[config.mk]
export PLATFORM = sky130hd
export DESIGN_NAME = sha1_message_digest_core
export DESIGN_NICKNAME = d
export VERILOG_FILES = /design/src/design/sha1md_pkg.sv /design/src/design/sha1md_dp.sv /design/src/design/sha1md_ctrl.sv /design/src/design/sha1_message_digest_core.sv
export VERILOG_INCLUDE_DIRS = /design/src /design/src/design
export SDC_FILE = /design/constraint.sdc
export NUM_CORES = 2
export LEC_CHECK = 0
export BUFFER_PORTS_ARGS = -buffer_cell sky130_fd_sc_hd__buf_2
export CAP_MARGIN = 20
export CORE_MARGIN = 10
export CORE_UTILIZATION = 46
export CTS_CLUSTER_DIAMETER = 80
export DETAILED_ROUTE_END_ITERATION = 10
export HOLD_SLACK_MARGIN = 0.03
export PLACE_DENSITY = 0.62
export SETUP_SLACK_MARGIN = 0.05
export SYNTH_ARGS = -nofsm -noshare
export SYNTH_HDL_FRONTEND = slang
export SYNTH_SLANG_ARGS = --single-unit
[constraint.sdc]
create_clock -name i_clk -period 26.1 [get_ports i_clk]
set_clock_uncertainty 0.1 [all_clocks]
set_input_delay 1.305 -clock i_clk [delete_from_list [all_inputs] [get_ports i_clk]]
set_output_delay 1.305 -clock i_clk [all_outputs]
set_load 0.05 [all_outputs]
[src/design/sha1_message_digest_core_assert.svh]
// assertion macros used by the sha-1 digest controller
`ifndef SHA1_MESSAGE_DIGEST_CORE_ASSERT_SVH
`define SHA1_MESSAGE_DIGEST_CORE_ASSERT_SVH
`ifndef SYNTHESIS
`define SHA1MD_ASSERT(lbl, clk, rst_n, prop, msg) \
    lbl: assert property (@(posedge clk) disable iff (!rst_n) prop) else $error(msg);
`define SHA1MD_NEVER(lbl, clk, rst_n, expr, msg) \
    lbl: assert property (@(posedge clk) disable iff (!rst_n) !(expr)) else $error(msg);
`else
`define SHA1MD_ASSERT(lbl, clk, rst_n, prop, msg)
`define SHA1MD_NEVER(lbl, clk, rst_n, expr, msg)
`endif
`endif

[src/design/sha1md_pkg.sv]
// types and constants shared by the sha-1 digest core
package sha1md_pkg;

    localparam int unsigned ChainWords = 5;
    localparam int unsigned SchedWords = 16;
    localparam logic [6:0]  RoundLast  = 7'd79;
    localparam logic [2:0]  LastWord   = 3'd4;
    localparam logic [7:0]  PadByte    = 8'h80;

    localparam logic [31:0] ChainInit [ChainWords] = '{
        32'h67452301, 32'hEFCDAB89, 32'h98BADCFE, 32'h10325476, 32'hC3D2E1F0
    };

    localparam logic [31:0] RoundK0 = 32'h5A827999;
    localparam logic [31:0] RoundK1 = 32'h6ED9EBA1;
    localparam logic [31:0] RoundK2 = 32'h8F1BBCDC;
    localparam logic [31:0] RoundK3 = 32'hCA62C1D6;

    typedef enum logic [1:0] {
        SEL_MSG,
        SEL_PAD,
        SEL_ZERO,
        SEL_LEN
    } t_byte_sel;

    typedef struct packed {
        logic      byte_we;
        t_byte_sel byte_sel;
        logic      round_load;
        logic      round_en;
        logic [6:0] round_idx;
        logic      chain_add;
        logic      chain_init;
    } t_cmd;

    typedef struct packed {
        logic [5:0] pos;
    } t_stat;

endpackage

[src/design/sha1md_dp.sv]
// sha-1 datapath: byte packing, message schedule, round unit and chaining words
module sha1md_dp
    import sha1md_pkg::*;
(
    input  logic        i_clk,
    input  logic        i_rst_n,
    input  logic [7:0]  i_data_byte,
    input  t_cmd        i_cmd,
    input  logic [2:0]  i_word_sel,
    output t_stat       o_stat,
    output logic [31:0] o_digest_word
);

    logic [31:0] r_chain [ChainWords];
    logic [31:0] r_sched [SchedWords];
    logic [31:0] r_a, r_b, r_c, r_d, r_e;
    logic [23:0] r_acc;
    logic [63:0] r_count;
    logic [5:0]  r_pos;

    logic [7:0]  byte_val;
    logic [63:0] bit_len;
    logic [2:0]  len_sel;
    logic [31:0] sched_mix;
    logic [31:0] round_w;
    logic [31:0] round_f;
    logic [31:0] round_k;
    logic [31:0] round_t;
    logic        sched_shift;

    // message length in bits, big-endian byte for the current position
    assign bit_len = {r_count[60:0], 3'b000};
    assign len_sel = 3'd7 - r_pos[2:0];

    always_comb begin
        case (i_cmd.byte_sel)
            SEL_MSG:  byte_val = i_data_byte;
            SEL_PAD:  byte_val = PadByte;
            SEL_LEN:  byte_val = bit_len[{len_sel, 3'b000} +: 8];
            default:  byte_val = 8'h00;
        endcase
    end

    assign sched_mix = r_sched[13] ^ r_sched[8] ^ r_sched[2] ^ r_sched[0];
    assign round_w   = (i_cmd.round_idx < 7'd16) ? r_sched[0]
                                                 : {sched_mix[30:0], sched_mix[31]};

    always_comb begin
        if (i_cmd.round_idx < 7'd20) begin
            round_f = (r_b & r_c) | (~r_b & r_d);
            round_k = RoundK0;
        end else if (i_cmd.round_idx < 7'd40) begin
            round_f = r_b ^ r_c ^ r_d;
            round_k = RoundK1;
        end else if (i_cmd.round_idx < 7'd60) begin
            round_f = (r_b & r_c) | (r_b & r_d) | (r_c & r_d);
            round_k = RoundK2;
        end else begin
            round_f = r_b ^ r_c ^ r_d;
            round_k = RoundK3;
        end
    end

    assign round_t = {r_a[26:0], r_a[31:27]} + round_f + r_e + round_k + round_w;

    // a full word enters the schedule line, or a round consumes one
    assign sched_shift = (i_cmd.byte_we && (r_pos[1:0] == 2'd3)) || i_cmd.round_en;

    always_ff @(posedge i_clk) begin
        if (sched_shift) begin
            for (int i = 0; i < SchedWords - 1; i++) begin
                r_sched[i] <= r_sched[i + 1];
            end
            r_sched[SchedWords - 1] <= i_cmd.round_en ? round_w : {r_acc, byte_val};
        end
        if (i_cmd.byte_we) begin
            r_acc <= {r_acc[15:0], byte_val};
        end
        if (i_cmd.round_load) begin
            r_a <= r_chain[0];
            r_b <= r_chain[1];
            r_c <= r_chain[2];
            r_d <= r_chain[3];
            r_e <= r_chain[4];
        end else if (i_cmd.round_en) begin
            r_a <= round_t;
            r_b <= r_a;
            r_c <= {r_b[1:0], r_b[31:2]};
            r_d <= r_c;
            r_e <= r_d;
        end
    end

    always_ff @(posedge i_clk) begin
        if (!i_rst_n || i_cmd.chain_init) begin
            for (int i = 0; i < ChainWords; i++) begin
                r_chain[i] <= ChainInit[i];
            end
            r_count <= '0;
            r_pos   <= '0;
        end else begin
            if (i_cmd.chain_add) begin
                r_chain[0] <= r_chain[0] + r_a;
                r_chain[1] <= r_chain[1] + r_b;
                r_chain[2] <= r_chain[2] + r_c;
                r_chain[3] <= r_chain[3] + r_d;
                r_chain[4] <= r_chain[4] + r_e;
            end
            if (i_cmd.byte_we) begin
                r_pos <= r_pos + 6'd1;
                if (i_cmd.byte_sel == SEL_MSG) begin
                    r_count <= r_count + 64'd1;
                end
            end
        end
    end

    assign o_stat.pos = r_pos;

    always_comb begin
        case (i_word_sel)
            3'd0:    o_digest_word = r_chain[0];
            3'd1:    o_digest_word = r_chain[1];
            3'd2:    o_digest_word = r_chain[2];
            3'd3:    o_digest_word = r_chain[3];
            3'd4:    o_digest_word = r_chain[4];
            default: o_digest_word = r_chain[0];
        endcase
    end

endmodule

[src/design/sha1md_ctrl.sv]
// sha-1 controller: request handshakes, padding sequence, round count and digest readout
`include "sha1_message_digest_core_assert.svh"
module sha1md_ctrl
    import sha1md_pkg::*;
(
    input  logic       i_clk,
    input  logic       i_rst_n,
    input  logic       i_in_valid,
    output logic       o_in_ready,
    input  logic       i_byte_present,
    input  logic       i_end_of_message,
    output logic       o_out_valid,
    input  logic       i_out_ready,
    output logic [2:0] o_word_index,
    output logic       o_last_word,
    input  t_stat      i_stat,
    output t_cmd       o_cmd
);

    typedef enum logic [2:0] {
        S_IDLE,
        S_PAD,
        S_FILL,
        S_ROUND,
        S_ADD,
        S_EMIT
    } t_state;

    t_state     r_state, n_state;
    logic [6:0] r_round, n_round;
    logic [2:0] r_idx, n_idx;
    logic       r_end, n_end;
    logic       r_padding, n_padding;
    logic       r_len_blk, n_len_blk;
    logic       blk_full;
    logic       len_area;

    assign blk_full = (i_stat.pos == 6'd63);
    assign len_area = (i_stat.pos[5:3] == 3'd7);

    always_comb begin
        n_state   = r_state;
        n_round   = r_round;
        n_idx     = r_idx;
        n_end     = r_end;
        n_padding = r_padding;
        n_len_blk = r_len_blk;

        o_cmd            = '0;
        o_cmd.byte_sel   = SEL_MSG;
        o_cmd.round_idx  = r_round;

        case (r_state)
            S_IDLE: begin
                if (i_in_valid) begin
                    n_end     = i_end_of_message;
                    n_padding = 1'b0;
                    n_len_blk = 1'b0;
                    if (i_byte_present) begin
                        o_cmd.byte_we = 1'b1;
                    end
                    if (i_byte_present && blk_full) begin
                        o_cmd.round_load = 1'b1;
                        n_state          = S_ROUND;
                    end else if (i_end_of_message) begin
                        n_state = S_PAD;
                    end
                end
            end
            S_PAD: begin
                o_cmd.byte_we  = 1'b1;
                o_cmd.byte_sel = SEL_PAD;
                n_padding      = 1'b1;
                // length fits behind the marker only if it lands before the last eight bytes
                n_len_blk      = !len_area;
                if (blk_full) begin
                    o_cmd.round_load = 1'b1;
                    n_state          = S_ROUND;
                end else begin
                    n_state = S_FILL;
                end
            end
            S_FILL: begin
                o_cmd.byte_we  = 1'b1;
                o_cmd.byte_sel = (r_len_blk && len_area) ? SEL_LEN : SEL_ZERO;
                if (blk_full) begin
                    o_cmd.round_load = 1'b1;
                    n_state          = S_ROUND;
                end
            end
            S_ROUND: begin
                o_cmd.round_en = 1'b1;
                if (r_round == RoundLast) begin
                    n_round = '0;
                    n_state = S_ADD;
                end else begin
                    n_round = r_round + 7'd1;
                end
            end
            S_ADD: begin
                o_cmd.chain_add = 1'b1;
                if (!r_end) begin
                    n_state = S_IDLE;
                end else if (!r_padding) begin
                    n_state = S_PAD;
                end else if (r_len_blk) begin
                    n_idx   = '0;
                    n_state = S_EMIT;
                end else begin
                    // marker block is done, length goes in a block of its own
                    n_len_blk = 1'b1;
                    n_state   = S_FILL;
                end
            end
            S_EMIT: begin
                if (i_out_ready) begin
                    if (r_idx == LastWord) begin
                        o_cmd.chain_init = 1'b1;
                        n_end            = 1'b0;
                        n_padding        = 1'b0;
                        n_state          = S_IDLE;
                    end else begin
                        n_idx = r_idx + 3'd1;
                    end
                end
            end
            default: begin
                n_state = S_IDLE;
            end
        endcase
    end

    always_ff @(posedge i_clk) begin
        if (!i_rst_n) begin
            r_state   <= S_IDLE;
            r_round   <= '0;
            r_idx     <= '0;
            r_end     <= 1'b0;
            r_padding <= 1'b0;
            r_len_blk <= 1'b0;
        end else begin
            r_state   <= n_state;
            r_round   <= n_round;
            r_idx     <= n_idx;
            r_end     <= n_end;
            r_padding <= n_padding;
            r_len_blk <= n_len_blk;
        end
    end

    assign o_in_ready   = (r_state == S_IDLE);
    assign o_out_valid  = (r_state == S_EMIT);
    assign o_word_index = r_idx;
    assign o_last_word  = (r_idx == LastWord);

    `SHA1MD_NEVER(a_ready_and_valid, i_clk, i_rst_n, o_in_ready && o_out_valid, "ready while digest pending")
    `SHA1MD_NEVER(a_round_range, i_clk, i_rst_n, r_round > RoundLast, "round counter out of range")
    `SHA1MD_NEVER(a_index_range, i_clk, i_rst_n, r_idx > LastWord, "digest word index out of range")
    `SHA1MD_ASSERT(a_last_word_idle, i_clk, i_rst_n, (o_out_valid && i_out_ready && o_last_word) |=> o_in_ready, "no return to idle after digest")
    `SHA1MD_ASSERT(a_round_to_add, i_clk, i_rst_n, (r_state == S_ROUND && r_round == RoundLast) |=> (r_state == S_ADD), "rounds not followed by chain add")

endmodule

[src/design/sha1_message_digest_core.sv]
// sha-1 digest core top level: controller and datapath
//
//  channel  | handshake                   | payload
//  ---------+-----------------------------+----------------------------------------
//  input    | i_in_valid  / o_in_ready    | i_data_byte, i_byte_present, i_end_of_message
//  output   | o_out_valid / i_out_ready   | o_digest_word, o_word_index, o_last_word
//
// a request that neither fills a block nor ends the message leaves the core idle; a byte
// that completes a 64-byte block runs rounds 0 to 79 on the single round unit, then the
// chaining add; end of message adds the padding bytes at one per cycle, one or two
// compressions, then the five digest words, each held until taken
// inputs are taken only when idle; a stalled output holds the whole core
// synchronous active-low reset loads the initial chaining words and clears the length
module sha1_message_digest_core
    import sha1md_pkg::*;
(
    input  logic        i_clk,
    input  logic        i_rst_n,
    input  logic        i_in_valid,
    output logic        o_in_ready,
    input  logic [7:0]  i_data_byte,
    input  logic        i_byte_present,
    input  logic        i_end_of_message,
    output logic        o_out_valid,
    input  logic        i_out_ready,
    output logic [31:0] o_digest_word,
    output logic [2:0]  o_word_index,
    output logic        o_last_word
);

    t_cmd  cmd;
    t_stat stat;

    sha1md_ctrl u_ctrl (
        .i_clk            (i_clk),
        .i_rst_n          (i_rst_n),
        .i_in_valid       (i_in_valid),
        .o_in_ready       (o_in_ready),
        .i_byte_present   (i_byte_present),
        .i_end_of_message (i_end_of_message),
        .o_out_valid      (o_out_valid),
        .i_out_ready      (i_out_ready),
        .o_word_index     (o_word_index),
        .o_last_word      (o_last_word),
        .i_stat           (stat),
        .o_cmd            (cmd)
    );

    sha1md_dp u_dp (
        .i_clk         (i_clk),
        .i_rst_n       (i_rst_n),
        .i_data_byte   (i_data_byte),
        .i_cmd         (cmd),
        .i_word_sel    (o_word_index),
        .o_stat        (stat),
        .o_digest_word (o_digest_word)
    );

endmodule
**After elaboration in Yosys (flattened, before gate mapping)**

Memories as Yosys holds them, arrays and structs flattened.
Cells that the tools add are included.

- Register bits after elaboration: 270
- Bits in latches: 0
- Bits in writable memories: 672
- ROM bits: 0
- Input bits: 14
- Output and inout port bits: 38
- Logic and storage cells: 173
- Memories kept: 2

- $add $sub $neg: 14
- Multipliers: 0
- Div/mod/pow operators: 0
- Magnitude comparators: 4
- Equal/unequal tests: 25
- Shifts and indexed selects: 1
- Multiplexer cells: 74
- Bitwise logic cells: 18
- Reductions and logical operators: 21

Memories:

| name | words | bits a word | rd ports | clocked after Yosys merged registers in | wr ports | RTL line | text |
|---|---|---|---|---|---|---|---|
| u_dp.r_sched | 16 | 32 | 16 | 0 | 16 | sha1md_dp.sv:15 | `logic [31:0] r_sched [SchedWords];` |
| u_dp.r_chain | 5 | 32 | 5 | 0 | 5 | sha1md_dp.sv:14 | `logic [31:0] r_chain [ChainWords];` |

Operator list:

| cell | count |
|---|---|
| 32-bit 2-to-1 mux | 22 |
| 32-bit adder | 9 |
| 32-bit XOR | 5 |
| 32-bit bitwise AND | 4 |
| 32-bit case mux with 4 select lines | 1 |
| 32-bit bitwise OR | 3 |
| 64-bit by 1-bit adder with 64-bit output, second input constant | 1 |
| 64-bit by 7-bit indexed part select with 8-bit output | 1 |
| 3-bit 2-to-1 mux | 15 |
| 32-bit inverter | 1 |
| 31-bit 2-to-1 mux | 1 |
| 1-bit 2-to-1 mux | 25 |
| 8-bit case mux with 3 select lines | 1 |
| 3-bit case mux with 6 select lines | 1 |
| 7-bit by 5-bit less-than comparator with 1-bit output, second input constant | 2 |
| 7-bit by 6-bit less-than comparator with 1-bit output, second input constant | 2 |
| 2-bit by 1-bit inequality test with 1-bit output, second input constant | 7 |
| 3-bit by 2-bit == test with 1-bit output, second input constant | 4 |
| 3-bit == test, second input constant | 4 |
| 4-bit AND reduction | 3 |
| 6-bit AND reduction | 2 |
| 7-bit by 1-bit adder with 7-bit output, second input constant | 1 |
| 7-bit == test, second input constant | 1 |
| 7-bit 2-to-1 mux | 1 |
| 23 further kinds | 40 |

**Depth between registers and ports, before layout**

- Depth in word-level cells: 12
- Mapped depth: 23
- Depth with buffers taken out: 21

**By module**

Synthesis repeated with hierarchy kept, for this count alone.

- Cell total of the unflattened synthesis: 3903
- Area, all modules: 48252.5 µm²

Modules (own cells, without submodules):

| module | instances | cells each | area an instance (µm²) | seq. area each (µm²) |
|---|---|---|---|---|
| sha1md_dp | 1 | 3772 | 47212.8 | 27045.9 |
| sha1md_ctrl | 1 | 131 | 1039.7 | 320.3 |

**Worst setup path after synthesis**

OpenSTA, ideal clock, no wires.

- Path type: flip-flop to flip-flop
- From: reg u_ctrl.r_state[0]
- To: mem u_dp.r_sched[0][0], enable pin
- Library setup time: 0.901 ns
- Data arrival time: 13.601 ns
- Data required time: 25.099 ns
- Path slack: 11.498 ns
- Stages on the path, launching flop included: 7
- Buffers on the path: 1
- Period minus slack after synthesis: 14.602 ns
- Cells stage by stage: dfxtp_1 clkbuf_1 nor3_1 nand3_1 nand2_1 nand2_1 nand2_1

RTL lines:

| item | RTL line | text |
|---|---|---|
| start: declaration | sha1md_ctrl.sv:29 | `t_state r_state, n_state;` |
| start signal: assignment | sha1md_ctrl.sv:142 | `r_state <= n_state;` |
| end: declaration | sha1md_dp.sv:15 |  |

**Final worst setup path**

- From: reg u_ctrl.r_round[4]
- To: reg u_dp.r_a[29], data pin

- Cells in the longest elaborated chain, start to end: 10
- Elaborated cells on any way between the ends: 17
- Those cells by class: add/sub (4); order compare (4); mux (9)

RTL lines:

| item | RTL line | text |
|---|---|---|
| start: declaration | sha1md_ctrl.sv:30 | `logic [6:0] r_round, n_round;` |
| start signal: assignment | sha1md_ctrl.sv:143 | `r_round <= n_round;` |
| 7-bit by 6-bit less-than comparator with 1-bit output | sha1md_dp.sv:55 | `end else if (i_cmd.round_idx < 7'd60) begin` |
| 32-bit 2-to-1 mux | sha1md_dp.sv:55 |  |
| 32-bit 2-to-1 mux | sha1md_dp.sv:52 | `end else if (i_cmd.round_idx < 7'd40) begin` |
| 32-bit 2-to-1 mux | sha1md_dp.sv:49 | `if (i_cmd.round_idx < 7'd20) begin` |
| 32-bit adder (3 in series) | sha1md_dp.sv:64 | `assign round_t = {r_a[26:0], r_a[31:27]} + round_f + r_e + round_k + round_w;` |
| 32-bit adder (*) | sha1md_dp.sv:64 |  |
| 32-bit 2-to-1 mux (*) | sha1md_dp.sv:85 | `end else if (i_cmd.round_en) begin` |
| 32-bit 2-to-1 mux (*) | sha1md_dp.sv:79 | `if (i_cmd.round_load) begin` |
| end signal: assignment | sha1md_dp.sv:80 | `r_a <= r_chain[0];` |
| end signal: assignment | sha1md_dp.sv:86 | `r_a <= round_t;` |
| end: declaration | sha1md_dp.sv:16 | `logic [31:0] r_a, r_b, r_c, r_d, r_e;` |

Every way passes the cells marked *; elsewhere a longest branch is shown, timed or not. The select of a mux whose other input is x is not followed.
A chain may end at the register's enable or synchronous reset.

==> qor.yml <==
ys_ff_latch: 939
area_growth_syn_to_layout_pct: 10.4
clk_latency_ns: 0.70
grt_pass1_vias: 30900
ys_top_cells_by_count: "edfxtp_1, nand2_1, nor2_1"
cts_resized: 0
slew_viol_final: 0
syn-mean-instance-area_um2: 11.7
clock-sinks: 939
hold_buffers: 0
ff2ff_setup_slack_ns: 18.75
gp_congestion: 0.920
startpoint_type: "flip-flop"
initial_core_util_pct: 46.3
synth.distinct_cells: 81
reg2reg_depth: 23
globalRouteTotalUtil_pct: 20.0
fin_crit_sh_pct: 28.2
hold_ws_ns: 0.311
cts_tree: "done"
p_leak_nw: 19.6
tns_ns: 0
worst_pin_slew_ns: 1.17
clk_path_buf_depth: 3
dr.first_iter.drc_count: 3517
yosysMostFrequentCell: "edfxtp_1"
finalSetupViolations: 0
dieArea_um2: 119000
async_flop_share_pct: 0
grt_overflow_total: 0
fin_nets: 4583
layout-drive-gt1-share_pct: 6.70
cts_setup_buffers: 0
path_clk_slew_ns: 0.06
max_freq_mhz: 136
rsz0062_at_grt: "false"
vias: 32400
placementRows: 119
multi_input_area_um2: 20000
syn_area_um2: 48700
worstPathRequired_ns: 26.50
place_inst: 5506
max-slew-margin-rel_pct: 21.4
critPathLaunch: "u_ctrl.r_round[4]"
drc: 0
yosysSeqAreaShare_pct: 56.2
finalNonFillerCells: 5688
synth.area.top_cells: "edfxtp_1, ha_1, fa_1"
cp-endpoint: "u_dp.r_a[29]"
hold_viol: 0
vdd_drop_max_uv: 49.2
hold_path.class: "reg2reg"
cp-end-kind: "flip-flop"
grt_pass1_wl_um: 187000
synth_ff_type: "edfxtp_1"
clock-root-buffer: "clkbuf_16"
ios: 52
syn_inst: 4167
dp_hpwl_um: 87300
grt_max_degree: 200
grt_antenna_before_repair: 1
synth_edf_count: 856
die_y_um: 345
htreeDepth: 3
routed_via_density: 5.70
fin_util_pct: 51.1
numCtsBuffers: 100
routedWlPerCell_um: 21.6
port_buffers: 51
hold_depth: 0
fillers: 9309
yosysWarningCount: 0
core-area_um2: 105000
firstDrtPassIters: 6
synth_area_leader_cell: "edfxtp_1"
register_area_um2: 27400
syn_nets: 4533
wl_um: 123000
power.total_mw: 3.21
run_status: "finished clean"
period_minus_slack_ns: 7.35
r2r_start: "u_ctrl.r_round[4]"
worstPathArrival_ns: 7.75
drtAntennaViolNets: 0
die_w_um: 345
drv_cap: 0
crit_type: "reg2reg"
power_density_nw_per_um2: 59.7
yosysTopAreaCellShare_pct: 52.8
cp_max_fo: 37
r2r_end: "u_dp.r_a[29]"
-- worst max-delay path, cell delays in order (launching register included) --
cell and delay [ns]:
dfxtp_1 0.40, a41oi_1 0.62, nand2_1 0.12, buf_4 0.33, nand2_1 0.25, buf_4 0.40, nor2_1 0.08, a211oi_1 0.30
fa_1 0.47, inv_1 0.09, fa_1 0.44, fa_1 0.46, inv_1 0.08, ha_1 0.19, inv_1 0.07, fa_1 0.41
nor2b_1 0.16, o31a_1 0.21, o2111ai_1 0.28, a2111oi_2 0.71, o211a_1 0.26, o21ai_1 0.15, a2111o_1 0.44, o311ai_1 0.08
-- layout make-up --
type	instances	share of cell area [%]
Clock inverter	60	1.17
Clock buffer	121	4.90
Sequential cell	939	50.9
Tap cell	1391	3.24
Antenna cell	1	0.00466
Inverter	220	1.54
Timing Repair Buffer	85	0.996
Multi-Input combinational cell	2871	37.2
-- where the power goes --
group	switching (mW)	total, mW	leakage, nW	internal, mW
Clock	0.610	1.43	1.59	0.820
Sequential	0.0150	1.66	8.31	1.65
Combinational	0.0756	0.117	9.72	0.0416
Total	0.700	3.21	19.6	2.51
-- kinds of logic after synthesis --
kind of cell               count (synthesis)  share of synthesized area (%)
AOI/OAI and AO/OA                        839                           11.3
xor gates and xnor gates                 268                           4.85
adders and majority gates                352                           11.0
buffers and inverters                    357                           2.80
DFF                                      939                           56.2
muxes                                     52                           1.42
and+or+nand+nor                         1360                           12.4
-- state kept, by name, indices dropped and copies added (netlist names) --
register	flops
u_ctrl.r_state	3
u_dp.r_chain	160
u_ctrl.o_word_index	3
u_dp.r_b	32
u_dp.r_e	32
u_ctrl.r_round	7
u_dp.o_stat	6
u_ctrl.r_len_blk	1
u_dp.r_sched	512
u_dp.r_a	32
u_dp.r_count	61
u_dp.r_acc	24
u_dp.r_d	32
u_dp.r_c	32
u_ctrl.r_padding	1
u_ctrl.r_end	1
-- cell usage in the layout (no fill, tap or decap), drive strengths merged, types with 11 or more instances in the layout --
cell type / instances
edfxtp: 856
nand2: 629
nor2: 336
ha: 228
inv: 223
o21ai: 202
a21oi: 180
xnor2: 173
fa: 124
clkbuf: 121
xor2: 94
a21o: 90
buf: 85
dfxtp: 83
nor3: 68
a22oi: 65
nand3: 62
a31oi: 55
nor2b: 52
o21a: 43
clkinv: 43
a211oi: 36
and3: 36
and2: 34
mux2i: 33
nand2b: 30
nand4: 28
or3: 27
o211ai: 18
o31ai: 16
and4: 16
o32ai: 15
o32a: 14
mux4: 13
or2: 13
o21bai: 12
nor4: 11
-- through the flow --
step	area [um2]	setup WS, ns
CTS	53700	18.82
floorplan	48700	11.50
finish	53700	18.75
global route	53700	18.36
global placement	50500	18.95
detailed placement	50500	18.88
-- layer usage --
metal  part of all wire (%)  track usage, %  routed length, um  vias up
met1                     47            29.7              57200    16000
met5                      0               0                  0        -
li1                       -               -                  -    15100
met4                    2.9            5.80               3540        0
met2                     44            30.1              53900     1061
met3                    6.7            2.76               8220      195
-- worst min-delay path by stage --
stage | from | to | slack (ns)
after floorplan | u_dp.r_sched[1][0] | u_dp.r_sched[0][0] | 0.30
after global placement | u_dp.r_sched[7][13] | u_dp.r_sched[6][13] | 0.30
after detailed placement | u_dp.r_sched[11][29] | u_dp.r_sched[10][29] | 0.30
after CTS | u_dp.r_sched[14][14] | u_dp.r_sched[13][14] | 0.31
after global routing | u_dp.r_sched[9][4] | u_dp.r_sched[8][4] | 0.31
final | u_dp.r_sched[9][4] | u_dp.r_sched[8][4] | 0.31
Note: power is estimated with default switching activity, not from simulation.
